<file path="src/sv/pfdr_pkg.sv">
// ----------------------------------------------------------------------------
// pfdr_pkg
// Shared widths, codes, state types and unit result structs for the
// prime field divide/reduce block.
// ----------------------------------------------------------------------------
package pfdr_pkg;

   localparam int MOD_W          = 31;                  // field element / modulus width
   localparam int DATA_W_DEFAULT = 32;                  // default input operand width
   localparam int T_W            = MOD_W + 3;           // signed Bezout coefficient width
   localparam int SH_W           = $clog2(MOD_W);       // shift count in the Euclid unit
   localparam int CNT_MW         = $clog2(MOD_W + 1);   // bit counter over MOD_W bits

   localparam logic CMD_REDUCE = 1'b0;
   localparam logic CMD_DIVIDE = 1'b1;

   typedef enum logic [2:0] {
      ST_IDLE,
      ST_RES_A,
      ST_RES_B,
      ST_EUCLID,
      ST_DIVIDE,
      ST_MULT,
      ST_DONE
   } state_type;

   typedef enum logic [2:0] {
      EU_IDLE,
      EU_CHECK,
      EU_ALIGN,
      EU_SUB,
      EU_FINAL
   } eu_phase_type;

   typedef struct packed {
      logic             done;
      logic [MOD_W-1:0] value;
   } serial_res_type;

   typedef struct packed {
      logic             done;
      logic [MOD_W-1:0] quotient;
      logic             exact;
   } div_res_type;

   typedef struct packed {
      logic             done;
      logic [MOD_W-1:0] gcd;
      logic [MOD_W-1:0] cofactor;   // modulus / gcd
      logic [MOD_W-1:0] inverse;    // (b / gcd)^-1 mod cofactor
   } euclid_res_type;

endpackage

</file>
<file path="src/sv/pfdr_residue.sv">
// ----------------------------------------------------------------------------
// pfdr_residue
// Bit-serial signed residue: magnitude shifted in MSB first, one
// compare/subtract per bit, then a sign fix-up step.
// ----------------------------------------------------------------------------
module pfdr_residue #(
   parameter int DATA_WIDTH = pfdr_pkg::DATA_W_DEFAULT
) (
   input  logic                          clock,
   input  logic                          reset,
   input  logic                          start,
   input  logic signed [DATA_WIDTH-1:0]  value,
   input  logic [pfdr_pkg::MOD_W-1:0]    modulus,
   output pfdr_pkg::serial_res_type      res
);
   import pfdr_pkg::*;

   localparam int CNT_W = $clog2(DATA_WIDTH + 1);

   logic                  busy_ff, busy_in;
   logic                  fix_ff, fix_in;
   logic                  done_ff, done_in;
   logic [CNT_W-1:0]      cnt_ff, cnt_in;
   logic [DATA_WIDTH-1:0] mag_ff, mag_in;
   logic                  neg_ff, neg_in;
   logic [MOD_W-1:0]      m_ff, m_in;
   logic [MOD_W-1:0]      rem_ff, rem_in;

   logic [MOD_W:0] trial;
   logic [MOD_W:0] trial_red;

   always_comb begin
      trial     = {rem_ff, mag_ff[DATA_WIDTH-1]};
      trial_red = (trial >= {1'b0, m_ff}) ? trial - {1'b0, m_ff} : trial;

      busy_in = busy_ff;
      fix_in  = fix_ff;
      done_in = 1'b0;
      cnt_in  = cnt_ff;
      mag_in  = mag_ff;
      neg_in  = neg_ff;
      m_in    = m_ff;
      rem_in  = rem_ff;

      if (start) begin
         mag_in  = value[DATA_WIDTH-1] ? $unsigned(-value) : $unsigned(value);
         neg_in  = value[DATA_WIDTH-1];
         m_in    = modulus;
         rem_in  = '0;
         cnt_in  = CNT_W'(DATA_WIDTH);
         busy_in = 1'b1;
      end else if (busy_ff) begin
         rem_in = trial_red[MOD_W-1:0];
         mag_in = {mag_ff[DATA_WIDTH-2:0], 1'b0};
         cnt_in = cnt_ff - CNT_W'(1);
         if (cnt_ff == CNT_W'(1)) begin
            busy_in = 1'b0;
            fix_in  = 1'b1;
         end
      end else if (fix_ff) begin
         // negative input: residue of |v| maps to m - r
         if (neg_ff && rem_ff != '0) begin
            rem_in = m_ff - rem_ff;
         end
         fix_in  = 1'b0;
         done_in = 1'b1;
      end
   end

   always_ff @(posedge clock) begin
      if (reset) begin
         busy_ff <= 1'b0;
         fix_ff  <= 1'b0;
         done_ff <= 1'b0;
      end else begin
         busy_ff <= busy_in;
         fix_ff  <= fix_in;
         done_ff <= done_in;
      end
      cnt_ff <= cnt_in;
      mag_ff <= mag_in;
      neg_ff <= neg_in;
      m_ff   <= m_in;
      rem_ff <= rem_in;
   end

   assign res.done  = done_ff;
   assign res.value = rem_ff;

endmodule

</file>
<file path="src/sv/pfdr_euclid.sv">
// ----------------------------------------------------------------------------
// pfdr_euclid
// Extended Euclid on (modulus, b). Each quotient is built by shift/subtract:
// the divisor is aligned up one bit a cycle, then walked back down,
// subtracting where it fits and tracking the b coefficient alongside.
// ----------------------------------------------------------------------------
module pfdr_euclid (
   input  logic                       clock,
   input  logic                       reset,
   input  logic                       start,
   input  logic [pfdr_pkg::MOD_W-1:0] modulus,
   input  logic [pfdr_pkg::MOD_W-1:0] b,
   output pfdr_pkg::euclid_res_type   res
);
   import pfdr_pkg::*;

   eu_phase_type          phase_ff, phase_in;
   logic [MOD_W-1:0]      r0_ff, r0_in;
   logic [MOD_W-1:0]      r1_ff, r1_in;
   logic signed [T_W-1:0] t0_ff, t0_in;
   logic signed [T_W-1:0] t1_ff, t1_in;
   logic [MOD_W-1:0]      d_ff, d_in;
   logic signed [T_W-1:0] td_ff, td_in;
   logic [SH_W-1:0]       k_ff, k_in;
   logic                  done_ff, done_in;
   logic [MOD_W-1:0]      gcd_ff, gcd_in;
   logic [MOD_W-1:0]      cof_ff, cof_in;
   logic [MOD_W-1:0]      inv_ff, inv_in;

   logic [MOD_W:0]        d_dbl;
   logic                  dbl_fits;
   logic                  sub_ok;
   logic [MOD_W-1:0]      r0_sub;
   logic signed [T_W-1:0] t0_sub;
   logic signed [T_W-1:0] t1_abs;
   logic signed [T_W-1:0] inv_full;

   always_ff @(posedge clock) begin
      if (reset) begin
         phase_ff <= EU_IDLE;
         done_ff  <= 1'b0;
      end else begin
         phase_ff <= phase_in;
         done_ff  <= done_in;
      end
      r0_ff  <= r0_in;
      r1_ff  <= r1_in;
      t0_ff  <= t0_in;
      t1_ff  <= t1_in;
      d_ff   <= d_in;
      td_ff  <= td_in;
      k_ff   <= k_in;
      gcd_ff <= gcd_in;
      cof_ff <= cof_in;
      inv_ff <= inv_in;
   end

   always_comb begin
      d_dbl    = {d_ff, 1'b0};
      dbl_fits = d_dbl <= {1'b0, r0_ff};
      sub_ok   = d_ff <= r0_ff;
      r0_sub   = sub_ok ? r0_ff - d_ff : r0_ff;
      t0_sub   = sub_ok ? t0_ff - td_ff : t0_ff;
      // at the end |t1| = modulus / gcd
      t1_abs   = t1_ff[T_W-1] ? -t1_ff : t1_ff;
      inv_full = t0_ff[T_W-1] ? t0_ff + t1_abs : t0_ff;

      phase_in = phase_ff;
      r0_in    = r0_ff;
      r1_in    = r1_ff;
      t0_in    = t0_ff;
      t1_in    = t1_ff;
      d_in     = d_ff;
      td_in    = td_ff;
      k_in     = k_ff;
      done_in  = 1'b0;
      gcd_in   = gcd_ff;
      cof_in   = cof_ff;
      inv_in   = inv_ff;

      unique case (phase_ff)
         EU_IDLE: begin
            if (start) begin
               r0_in    = modulus;
               r1_in    = b;
               t0_in    = '0;
               t1_in    = T_W'(1);
               phase_in = EU_CHECK;
            end
         end
         EU_CHECK: begin
            if (r1_ff == '0) begin
               phase_in = EU_FINAL;
            end else begin
               d_in     = r1_ff;
               td_in    = t1_ff;
               k_in     = '0;
               phase_in = EU_ALIGN;
            end
         end
         EU_ALIGN: begin
            if (dbl_fits) begin
               d_in  = d_dbl[MOD_W-1:0];
               td_in = td_ff <<< 1;
               k_in  = k_ff + SH_W'(1);
            end else begin
               phase_in = EU_SUB;
            end
         end
         EU_SUB: begin
            if (k_ff == '0) begin
               // last quotient bit: remainder done, rotate the pairs
               r0_in    = r1_ff;
               r1_in    = r0_sub;
               t0_in    = t1_ff;
               t1_in    = t0_sub;
               phase_in = EU_CHECK;
            end else begin
               r0_in = r0_sub;
               t0_in = t0_sub;
               d_in  = {1'b0, d_ff[MOD_W-1:1]};
               td_in = td_ff >>> 1;
               k_in  = k_ff - SH_W'(1);
            end
         end
         EU_FINAL: begin
            gcd_in   = r0_ff;
            cof_in   = t1_abs[MOD_W-1:0];
            inv_in   = inv_full[MOD_W-1:0];
            done_in  = 1'b1;
            phase_in = EU_IDLE;
         end
         default: begin
            phase_in = EU_IDLE;
         end
      endcase
   end

   assign res.done     = done_ff;
   assign res.gcd      = gcd_ff;
   assign res.cofactor = cof_ff;
   assign res.inverse  = inv_ff;

endmodule

</file>
<file path="src/sv/pfdr_divider.sv">
// ----------------------------------------------------------------------------
// pfdr_divider
// Bit-serial restoring divider: one quotient bit per cycle, dividend and
// quotient share one shift register.
// ----------------------------------------------------------------------------
module pfdr_divider (
   input  logic                       clock,
   input  logic                       reset,
   input  logic                       start,
   input  logic [pfdr_pkg::MOD_W-1:0] dividend,
   input  logic [pfdr_pkg::MOD_W-1:0] divisor,
   output pfdr_pkg::div_res_type      res
);
   import pfdr_pkg::*;

   logic              busy_ff, busy_in;
   logic              done_ff, done_in;
   logic [CNT_MW-1:0] cnt_ff, cnt_in;
   logic [MOD_W-1:0]  quo_ff, quo_in;
   logic [MOD_W-1:0]  rem_ff, rem_in;
   logic [MOD_W-1:0]  div_ff, div_in;

   logic [MOD_W:0]    trial;
   logic              fits;

   always_comb begin
      trial = {rem_ff, quo_ff[MOD_W-1]};
      fits  = trial >= {1'b0, div_ff};

      busy_in = busy_ff;
      done_in = 1'b0;
      cnt_in  = cnt_ff;
      quo_in  = quo_ff;
      rem_in  = rem_ff;
      div_in  = div_ff;

      if (start) begin
         quo_in  = dividend;
         div_in  = divisor;
         rem_in  = '0;
         cnt_in  = CNT_MW'(MOD_W);
         busy_in = 1'b1;
      end else if (busy_ff) begin
         rem_in = fits ? MOD_W'(trial - {1'b0, div_ff}) : trial[MOD_W-1:0];
         quo_in = {quo_ff[MOD_W-2:0], fits};
         cnt_in = cnt_ff - CNT_MW'(1);
         if (cnt_ff == CNT_MW'(1)) begin
            busy_in = 1'b0;
            done_in = 1'b1;
         end
      end
   end

   always_ff @(posedge clock) begin
      if (reset) begin
         busy_ff <= 1'b0;
         done_ff <= 1'b0;
      end else begin
         busy_ff <= busy_in;
         done_ff <= done_in;
      end
      cnt_ff <= cnt_in;
      quo_ff <= quo_in;
      rem_ff <= rem_in;
      div_ff <= div_in;
   end

   assign res.done     = done_ff;
   assign res.quotient = quo_ff;
   assign res.exact    = (rem_ff == '0);

endmodule

</file>
<file path="src/sv/pfdr_mulmod.sv">
// ----------------------------------------------------------------------------
// pfdr_mulmod
// Bit-serial modular multiply, MSB first double-and-add. Each multiplier
// bit takes a doubling step, then a conditional add step, each reduced once.
// ----------------------------------------------------------------------------
module pfdr_mulmod (
   input  logic                       clock,
   input  logic                       reset,
   input  logic                       start,
   input  logic [pfdr_pkg::MOD_W-1:0] mult_q,
   input  logic [pfdr_pkg::MOD_W-1:0] mult_y,
   input  logic [pfdr_pkg::MOD_W-1:0] modulus,
   output pfdr_pkg::serial_res_type   res
);
   import pfdr_pkg::*;

   logic              busy_ff, busy_in;
   logic              add_ff, add_in;     // 0: doubling cycle, 1: add cycle
   logic              done_ff, done_in;
   logic [CNT_MW-1:0] cnt_ff, cnt_in;
   logic [MOD_W-1:0]  q_ff, q_in;
   logic [MOD_W-1:0]  y_ff, y_in;
   logic [MOD_W-1:0]  n_ff, n_in;
   logic [MOD_W-1:0]  acc_ff, acc_in;

   logic [MOD_W-1:0]  addend;
   logic [MOD_W:0]    sum;
   logic [MOD_W:0]    sum_red;

   always_comb begin
      // operands stay below n, so one subtract brings the sum back in range
      if (add_ff) begin
         addend = q_ff[MOD_W-1] ? y_ff : '0;
      end else begin
         addend = acc_ff;
      end
      sum     = {1'b0, acc_ff} + {1'b0, addend};
      sum_red = (sum >= {1'b0, n_ff}) ? sum - {1'b0, n_ff} : sum;

      busy_in = busy_ff;
      add_in  = add_ff;
      done_in = 1'b0;
      cnt_in  = cnt_ff;
      q_in    = q_ff;
      y_in    = y_ff;
      n_in    = n_ff;
      acc_in  = acc_ff;

      if (start) begin
         q_in    = mult_q;
         y_in    = mult_y;
         n_in    = modulus;
         acc_in  = '0;
         add_in  = 1'b0;
         cnt_in  = CNT_MW'(MOD_W);
         busy_in = 1'b1;
      end else if (busy_ff) begin
         acc_in = sum_red[MOD_W-1:0];
         add_in = !add_ff;
         if (add_ff) begin
            q_in   = {q_ff[MOD_W-2:0], 1'b0};
            cnt_in = cnt_ff - CNT_MW'(1);
            if (cnt_ff == CNT_MW'(1)) begin
               busy_in = 1'b0;
               done_in = 1'b1;
            end
         end
      end
   end

   always_ff @(posedge clock) begin
      if (reset) begin
         busy_ff <= 1'b0;
         add_ff  <= 1'b0;
         done_ff <= 1'b0;
      end else begin
         busy_ff <= busy_in;
         add_ff  <= add_in;
         done_ff <= done_in;
      end
      cnt_ff <= cnt_in;
      q_ff   <= q_in;
      y_ff   <= y_in;
      n_ff   <= n_in;
      acc_ff <= acc_in;
   end

   assign res.done  = done_ff;
   assign res.value = acc_ff;

endmodule

</file>
<file path="src/sv/prime_field_divide_reduce_top.sv">
// ----------------------------------------------------------------------------
// prime_field_divide_reduce_top
// Reduce: the residue of value_a, from the bit-serial residue unit (one input
// bit per cycle). Divide: residues of value_a and value_b, the extended Euclid
// loop on the modulus and b's residue, a divide of a's residue by the gcd,
// then a multiply by the inverse modulo the cofactor.
// One transaction in flight; a finished result may wait in the output register
// while the next transaction is accepted. Synchronous reset: idle, no result
// pending, modulus back to 2.
// ----------------------------------------------------------------------------
module prime_field_divide_reduce_top #(
   parameter int DATA_WIDTH = pfdr_pkg::DATA_W_DEFAULT
) (
   input  logic                         clock,
   input  logic                         reset,
   input  logic                         req_valid,
   output logic                         req_stall,
   input  logic                         req_cmd,
   input  logic signed [DATA_WIDTH-1:0] req_value_a,
   input  logic signed [DATA_WIDTH-1:0] req_value_b,
   output logic                         rsp_valid,
   input  logic                         rsp_stall,
   output logic [pfdr_pkg::MOD_W-1:0]   rsp_field_value,
   output logic                         rsp_no_solution,
   input  logic                         csr_valid,
   output logic                         csr_ready,
   input  logic [pfdr_pkg::MOD_W-1:0]   csr_modulus
);
   import pfdr_pkg::*;

   state_type                    state_ff, state_in;
   logic [MOD_W-1:0]             modulus_ff, modulus_in;
   logic                         cmd_ff, cmd_in;
   logic signed [DATA_WIDTH-1:0] b_raw_ff, b_raw_in;
   logic [MOD_W-1:0]             a_res_ff, a_res_in;
   logic [MOD_W-1:0]             field_ff, field_in;
   logic                         flag_ff, flag_in;
   logic                         rsp_valid_ff, rsp_valid_in;
   logic [MOD_W-1:0]             rsp_field_ff, rsp_field_in;
   logic                         rsp_flag_ff, rsp_flag_in;

   logic [MOD_W-1:0]             m_eff;
   logic                         res_start, eu_start, dv_start, mm_start;
   logic signed [DATA_WIDTH-1:0] res_value;
   serial_res_type               res_out;
   euclid_res_type               eu_out;
   div_res_type                  dv_out;
   serial_res_type               mm_out;

   // modulus zero behaves as modulus one
   assign m_eff = (modulus_ff == '0) ? MOD_W'(1) : modulus_ff;

   pfdr_residue #(
      .DATA_WIDTH(DATA_WIDTH)
   ) u_residue (
      .clock   (clock),
      .reset   (reset),
      .start   (res_start),
      .value   (res_value),
      .modulus (m_eff),
      .res     (res_out)
   );

   pfdr_euclid u_euclid (
      .clock   (clock),
      .reset   (reset),
      .start   (eu_start),
      .modulus (m_eff),
      .b       (res_out.value),
      .res     (eu_out)
   );

   pfdr_divider u_divider (
      .clock    (clock),
      .reset    (reset),
      .start    (dv_start),
      .dividend (a_res_ff),
      .divisor  (eu_out.gcd),
      .res      (dv_out)
   );

   pfdr_mulmod u_mulmod (
      .clock   (clock),
      .reset   (reset),
      .start   (mm_start),
      .mult_q  (dv_out.quotient),
      .mult_y  (eu_out.inverse),
      .modulus (eu_out.cofactor),
      .res     (mm_out)
   );

   always_ff @(posedge clock) begin
      if (reset) begin
         state_ff     <= ST_IDLE;
         modulus_ff   <= MOD_W'(2);
         rsp_valid_ff <= 1'b0;
      end else begin
         state_ff     <= state_in;
         modulus_ff   <= modulus_in;
         rsp_valid_ff <= rsp_valid_in;
      end
      cmd_ff       <= cmd_in;
      b_raw_ff     <= b_raw_in;
      a_res_ff     <= a_res_in;
      field_ff     <= field_in;
      flag_ff      <= flag_in;
      rsp_field_ff <= rsp_field_in;
      rsp_flag_ff  <= rsp_flag_in;
   end

   always_comb begin
      state_in     = state_ff;
      modulus_in   = modulus_ff;
      cmd_in       = cmd_ff;
      b_raw_in     = b_raw_ff;
      a_res_in     = a_res_ff;
      field_in     = field_ff;
      flag_in      = flag_ff;
      rsp_valid_in = rsp_valid_ff;
      rsp_field_in = rsp_field_ff;
      rsp_flag_in  = rsp_flag_ff;
      res_start    = 1'b0;
      eu_start     = 1'b0;
      dv_start     = 1'b0;
      mm_start     = 1'b0;

      // value_a goes straight from the port at accept, value_b later
      res_value = (state_ff == ST_IDLE) ? req_value_a : b_raw_ff;

      req_stall = (state_ff != ST_IDLE);
      // no modulus write in the cycle a transaction is taken
      csr_ready = (state_ff == ST_IDLE) && !req_valid;

      if (csr_valid && csr_ready) begin
         modulus_in = csr_modulus;
      end

      if (rsp_valid_ff && !rsp_stall) begin
         rsp_valid_in = 1'b0;
      end

      unique case (state_ff)
         ST_IDLE: begin
            if (req_valid) begin
               cmd_in    = req_cmd;
               b_raw_in  = req_value_b;
               res_start = 1'b1;
               state_in  = ST_RES_A;
            end
         end
         ST_RES_A: begin
            if (res_out.done) begin
               a_res_in = res_out.value;
               if (cmd_ff == CMD_REDUCE) begin
                  field_in = res_out.value;
                  flag_in  = 1'b0;
                  state_in = ST_DONE;
               end else begin
                  res_start = 1'b1;
                  state_in  = ST_RES_B;
               end
            end
         end
         ST_RES_B: begin
            if (res_out.done) begin
               eu_start = 1'b1;
               state_in = ST_EUCLID;
            end
         end
         ST_EUCLID: begin
            if (eu_out.done) begin
               dv_start = 1'b1;
               state_in = ST_DIVIDE;
            end
         end
         ST_DIVIDE: begin
            if (dv_out.done) begin
               if (!dv_out.exact) begin
                  // gcd does not divide the numerator: no solution
                  field_in = '0;
                  flag_in  = 1'b1;
                  state_in = ST_DONE;
               end else begin
                  mm_start = 1'b1;
                  state_in = ST_MULT;
               end
            end
         end
         ST_MULT: begin
            if (mm_out.done) begin
               field_in = mm_out.value;
               flag_in  = 1'b0;
               state_in = ST_DONE;
            end
         end
         ST_DONE: begin
            if (!rsp_valid_ff || !rsp_stall) begin
               rsp_valid_in = 1'b1;
               rsp_field_in = field_ff;
               rsp_flag_in  = flag_ff;
               state_in     = ST_IDLE;
            end
         end
         default: begin
            state_in = ST_IDLE;
         end
      endcase
   end

   assign rsp_valid       = rsp_valid_ff;
   assign rsp_field_value = rsp_field_ff;
   assign rsp_no_solution = rsp_flag_ff;

endmodule

</file>
<file path="config.mk">
export PLATFORM = sky130hd
export DESIGN_NAME = prime_field_divide_reduce_top
export DESIGN_NICKNAME = d
export VERILOG_FILES = /design/src/sv/pfdr_pkg.sv /design/src/sv/pfdr_residue.sv /design/src/sv/pfdr_euclid.sv /design/src/sv/pfdr_divider.sv /design/src/sv/pfdr_mulmod.sv /design/src/sv/prime_field_divide_reduce_top.sv
export SDC_FILE = /design/constraint.sdc
export NUM_CORES = 2
export LEC_CHECK = 0
export ABC_AREA = 1
export BUFFER_PORTS_ARGS = -buffer_cell sky130_fd_sc_hd__buf_4
export CAP_MARGIN = 5
export CORE_MARGIN = 2
export CORE_UTILIZATION = 52
export DETAILED_ROUTE_END_ITERATION = 12
export PLACE_DENSITY_LB_ADDON = 0.08
export SLEW_MARGIN = 20
export SYNTH_ARGS = -nofsm -noshare
export SYNTH_HDL_FRONTEND = slang
export SYNTH_HIERARCHICAL = 1
export SYNTH_SLANG_ARGS = --single-unit
</file>
<file path="constraint.sdc">
create_clock -name clock -period 14.9 [get_ports clock]
set_input_delay 1.49 -clock clock [delete_from_list [all_inputs] [get_ports clock]]
set_output_delay 1.49 -clock clock [all_outputs]
set_load 0.01 [all_outputs]
</file>
==> results_dict.tcl <==
set metrics [dict create \
    slowest_delay_ns 0.45 \
    worst_slew_pin_slew_ns 1.22 \
    grt_setup_unrepaired "false" \
    cp_top_family "simple AND/OR/NAND/NOR gates" \
    fin_tns_setup_ns 0 \
    ys_ff_latch 796 \
    leakage_nw 28.1 \
    post-synth-top-area-fraction_pct 35.5 \
    cts_resized 0 \
    dr_total_vias 49100 \
    timing_worst_setup_path_type "flop to flop" \
    crit_buf_inv 7 \
    endpoint_kind "flop" \
    gr-total-overflow 0 \
    layout_commonest_cell "nand2_1" \
    dieHeight_um 326 \
    fill_cells 9872 \
    syn_inst 7301 \
    drv_slew 0 \
    io_buffers 135 \
    drive_gt1_share_pct 6.73 \
    cts_hold_buffers 0 \
    place_area_um2 56200 \
    r2r-end "u_mulmod/acc_ff[30]$_SDFFE_PP0P_" \
    firstDrtPassIters 8 \
    clk_pin_slew_ns 0.06 \
    yosysUniqueCellTypes 60 \
    cts_tree "yes" \
    slowest_stage "nand3_4" \
    initial_core_util_pct 52.3 \
    max_freq_mhz 183 \
    synthArstFlopShare_pct 0 \
    cts-buffers-inserted 87 \
    wl_per_cell_um 21.4 \
    hpwl_mm 146 \
    slew_headroom_pct 18.7 \
    ant_nets 0 \
    hold_violations 0 \
    power_density_nw_per_um2 172 \
    grt_pass1_vias 46000 \
    min_from "u_euclid/gcd_ff[8]$_DFFE_PP_" \
    core_um2 103000 \
    totalWireLength_mm 188 \
    r2r_slack_ns 9.44 \
    clk_latency_ns 0.69 \
    fp.dieW_um 326 \
    grt_pass1_wl_mm 281 \
    die_area_um2 107000 \
    syn-num-nets 7705 \
    hold_class "flop to flop" \
    holdPathEnd "u_divider/div_ff[8]$_DFFE_PP_" \
    boundaryPins 136 \
    track_usage_pct 34.8 \
    r2r_cells 30 \
    r2r-start "u_mulmod/add_ff$_SDFFE_PP0P_" \
    holdPathStages 0 \
    synth_seq_area_share_pct 41.3 \
    gp_congestion 1.03 \
    syn_area_um2 54100 \
    period_share_pct 36.6 \
    path_common_cell "nand2_1" \
    finalSetupViolations 0 \
    postCtsSetupRepairBufs 0 \
    h-tree-depth 3 \
    skew_ns 0.0310 \
    worstSetupStartpointType "flop" \
    nets 7763 \
    via_per_inst 5.56 \
    cts_buffer_depth 3 \
    ys_warn_count 6 \
    grt_max_degree 128 \
    antenna_found_initial 11 \
    fin_area_um2 59200 \
    clock_sink_count 796 \
    avgSynthCellArea_um2 7.41 \
    period_minus_slack_ns 5.46 \
    clockRootBuffer "clkbuf_16" \
    synth_enable_flop_cells 640 \
    power.total_mw 10.2 \
    status "finished, final reports clean" \
    yosysTopAreaCell "edfxtp_1" \
    drv_cap 0 \
    area_growth_pct 9.40 \
    worst-path-max-fanout 32 \
    peakVddDrop_mv 0.121 \
    cp.arrival_ns 6.04 \
    core.rowCount 118 \
    ys.flop_type "edfxtp_1" \
    cp.required_ns 15.48 \
    yosys-top-cells-area "edfxtp_1 36%, nand2_1 17%, inv_1 7.7%" \
    final_cell_mix "2399 x nand2_1, 1114 x inv_1, 640 x edfxtp_1" \
    drt-initial-drc-count 5192 \
    drc 0 \
]
## metrics by stage
step,hold slack [ns],cells,setup slack [ns],utilization (%)
after floorplan,0.400,7301,4.63,-
after global placement,0.400,8649,9.64,54.4
after detailed placement,0.405,8649,9.57,54.4
after CTS,0.398,8811,9.55,57.2
after global routing,0.398,8815,9.04,57.2
final,0.407,8820,9.44,57.2
## power breakdown
| group | total [mW] | switching [mW] | internal (mW) |
|---|---|---|---|
| clock | 2.23 | 0.953 | 1.28 |
| sequential | 3.23 | 0.360 | 2.87 |
| combinational | 4.71 | 3.27 | 1.44 |
| total | 10.2 | 4.59 | 5.58 |
## kinds of logic (layout without fill, tap and decap cells)
| logic type | after synthesis | after routing | synth area share, % |
|---|---|---|---|
| flops | 796 | 796 | 41.3 |
| compound gates | 952 | 952 | 9.87 |
| xor+xnor | 162 | 162 | 2.62 |
| buf+inv | 1374 | 1505 | 10.1 |
| fa+ha+maj | 303 | 303 | 7.14 |
| other cells | 0 | 8 | 0 |
| simple gates | 3714 | 3714 | 28.9 |
## layout make-up
type / instances / area (µm²) / share of cell area [%]
clock inverter: 46 / 566 / 0.956
inverter: 1155 / 4340 / 7.33
sequential: 796 / 22300 / 37.8
tap: 1380 / 1730 / 2.92
multi-input combinational: 5131 / 26400 / 44.5
antenna: 8 / 20.0 / 0.0338
clock buffer: 116 / 2380 / 4.02
timing repair buffer: 188 / 1440 / 2.43
## layer usage
metal / part of all wire [%] / vias up / GRT usage [%]
met1: 42 / 22800 / 46.7
met2: 44 / 2105 / 53.8
met4: 5.9 / 8 / 18.5
met3: 8.4 / 388 / 6.03
met5: 0.033 / - / 0
li1: - / 23800 / -
## how the worst max path moves through the flow
stage | from | cells after the start | to
2_1_floorplan | u_divider/rem_ff[16]$_SDFFE_PP0P_ | 7 | u_mulmod/q_ff[0]$_SDFFCE_PN0P_
3_3_place_gp | u_mulmod/add_ff$_SDFFE_PP0P_ | 30 | u_mulmod/acc_ff[30]$_SDFFE_PP0P_
3_5_place_dp | u_mulmod/add_ff$_SDFFE_PP0P_ | 30 | u_mulmod/acc_ff[30]$_SDFFE_PP0P_
4_1_cts | u_mulmod/add_ff$_SDFFE_PP0P_ | 30 | u_mulmod/acc_ff[30]$_SDFFE_PP0P_
5_1_grt | u_mulmod/add_ff$_SDFFE_PP0P_ | 30 | u_mulmod/acc_ff[30]$_SDFFE_PP0P_
6_report | u_mulmod/add_ff$_SDFFE_PP0P_ | 30 | u_mulmod/acc_ff[30]$_SDFFE_PP0P_
## synth_stat cells, drive strengths merged, types with 13 or more instances
cell / count
edfxtp: 640
buf: 97
o21bai: 36
a22oi: 61
a31oi: 17
xnor2: 75
o21ai: 393
ha: 294
nand2: 2439
o211ai: 13
nand4: 94
nand3b: 46
nor3: 78
nor4: 30
or2: 15
nand3: 493
dfxtp: 156
nor2: 505
a22o: 26
xor2: 87
a21oi: 369
clkbuf: 122
inv: 1147
a21o: 14
## state kept, by name, indices dropped and copies added, names as in the netlist, 32 cells and up
signal            flops
u_residue/mag_ff     32
u_euclid/t0_ff       34
u_euclid/td_ff       34
b_raw_ff             32
u_euclid/t1_ff       34
## worst reg2reg max path, delay by kind of cell, from the launching register on
kind	cells	cell delay (ns)
compound gates	1	0.22
fa+ha+maj	3	0.99
flops	1	0.41
buf+inv	7	0.78
simple gates	18	2.63
xor+xnor	1	0.32
Power figures use the tool's default switching activity.
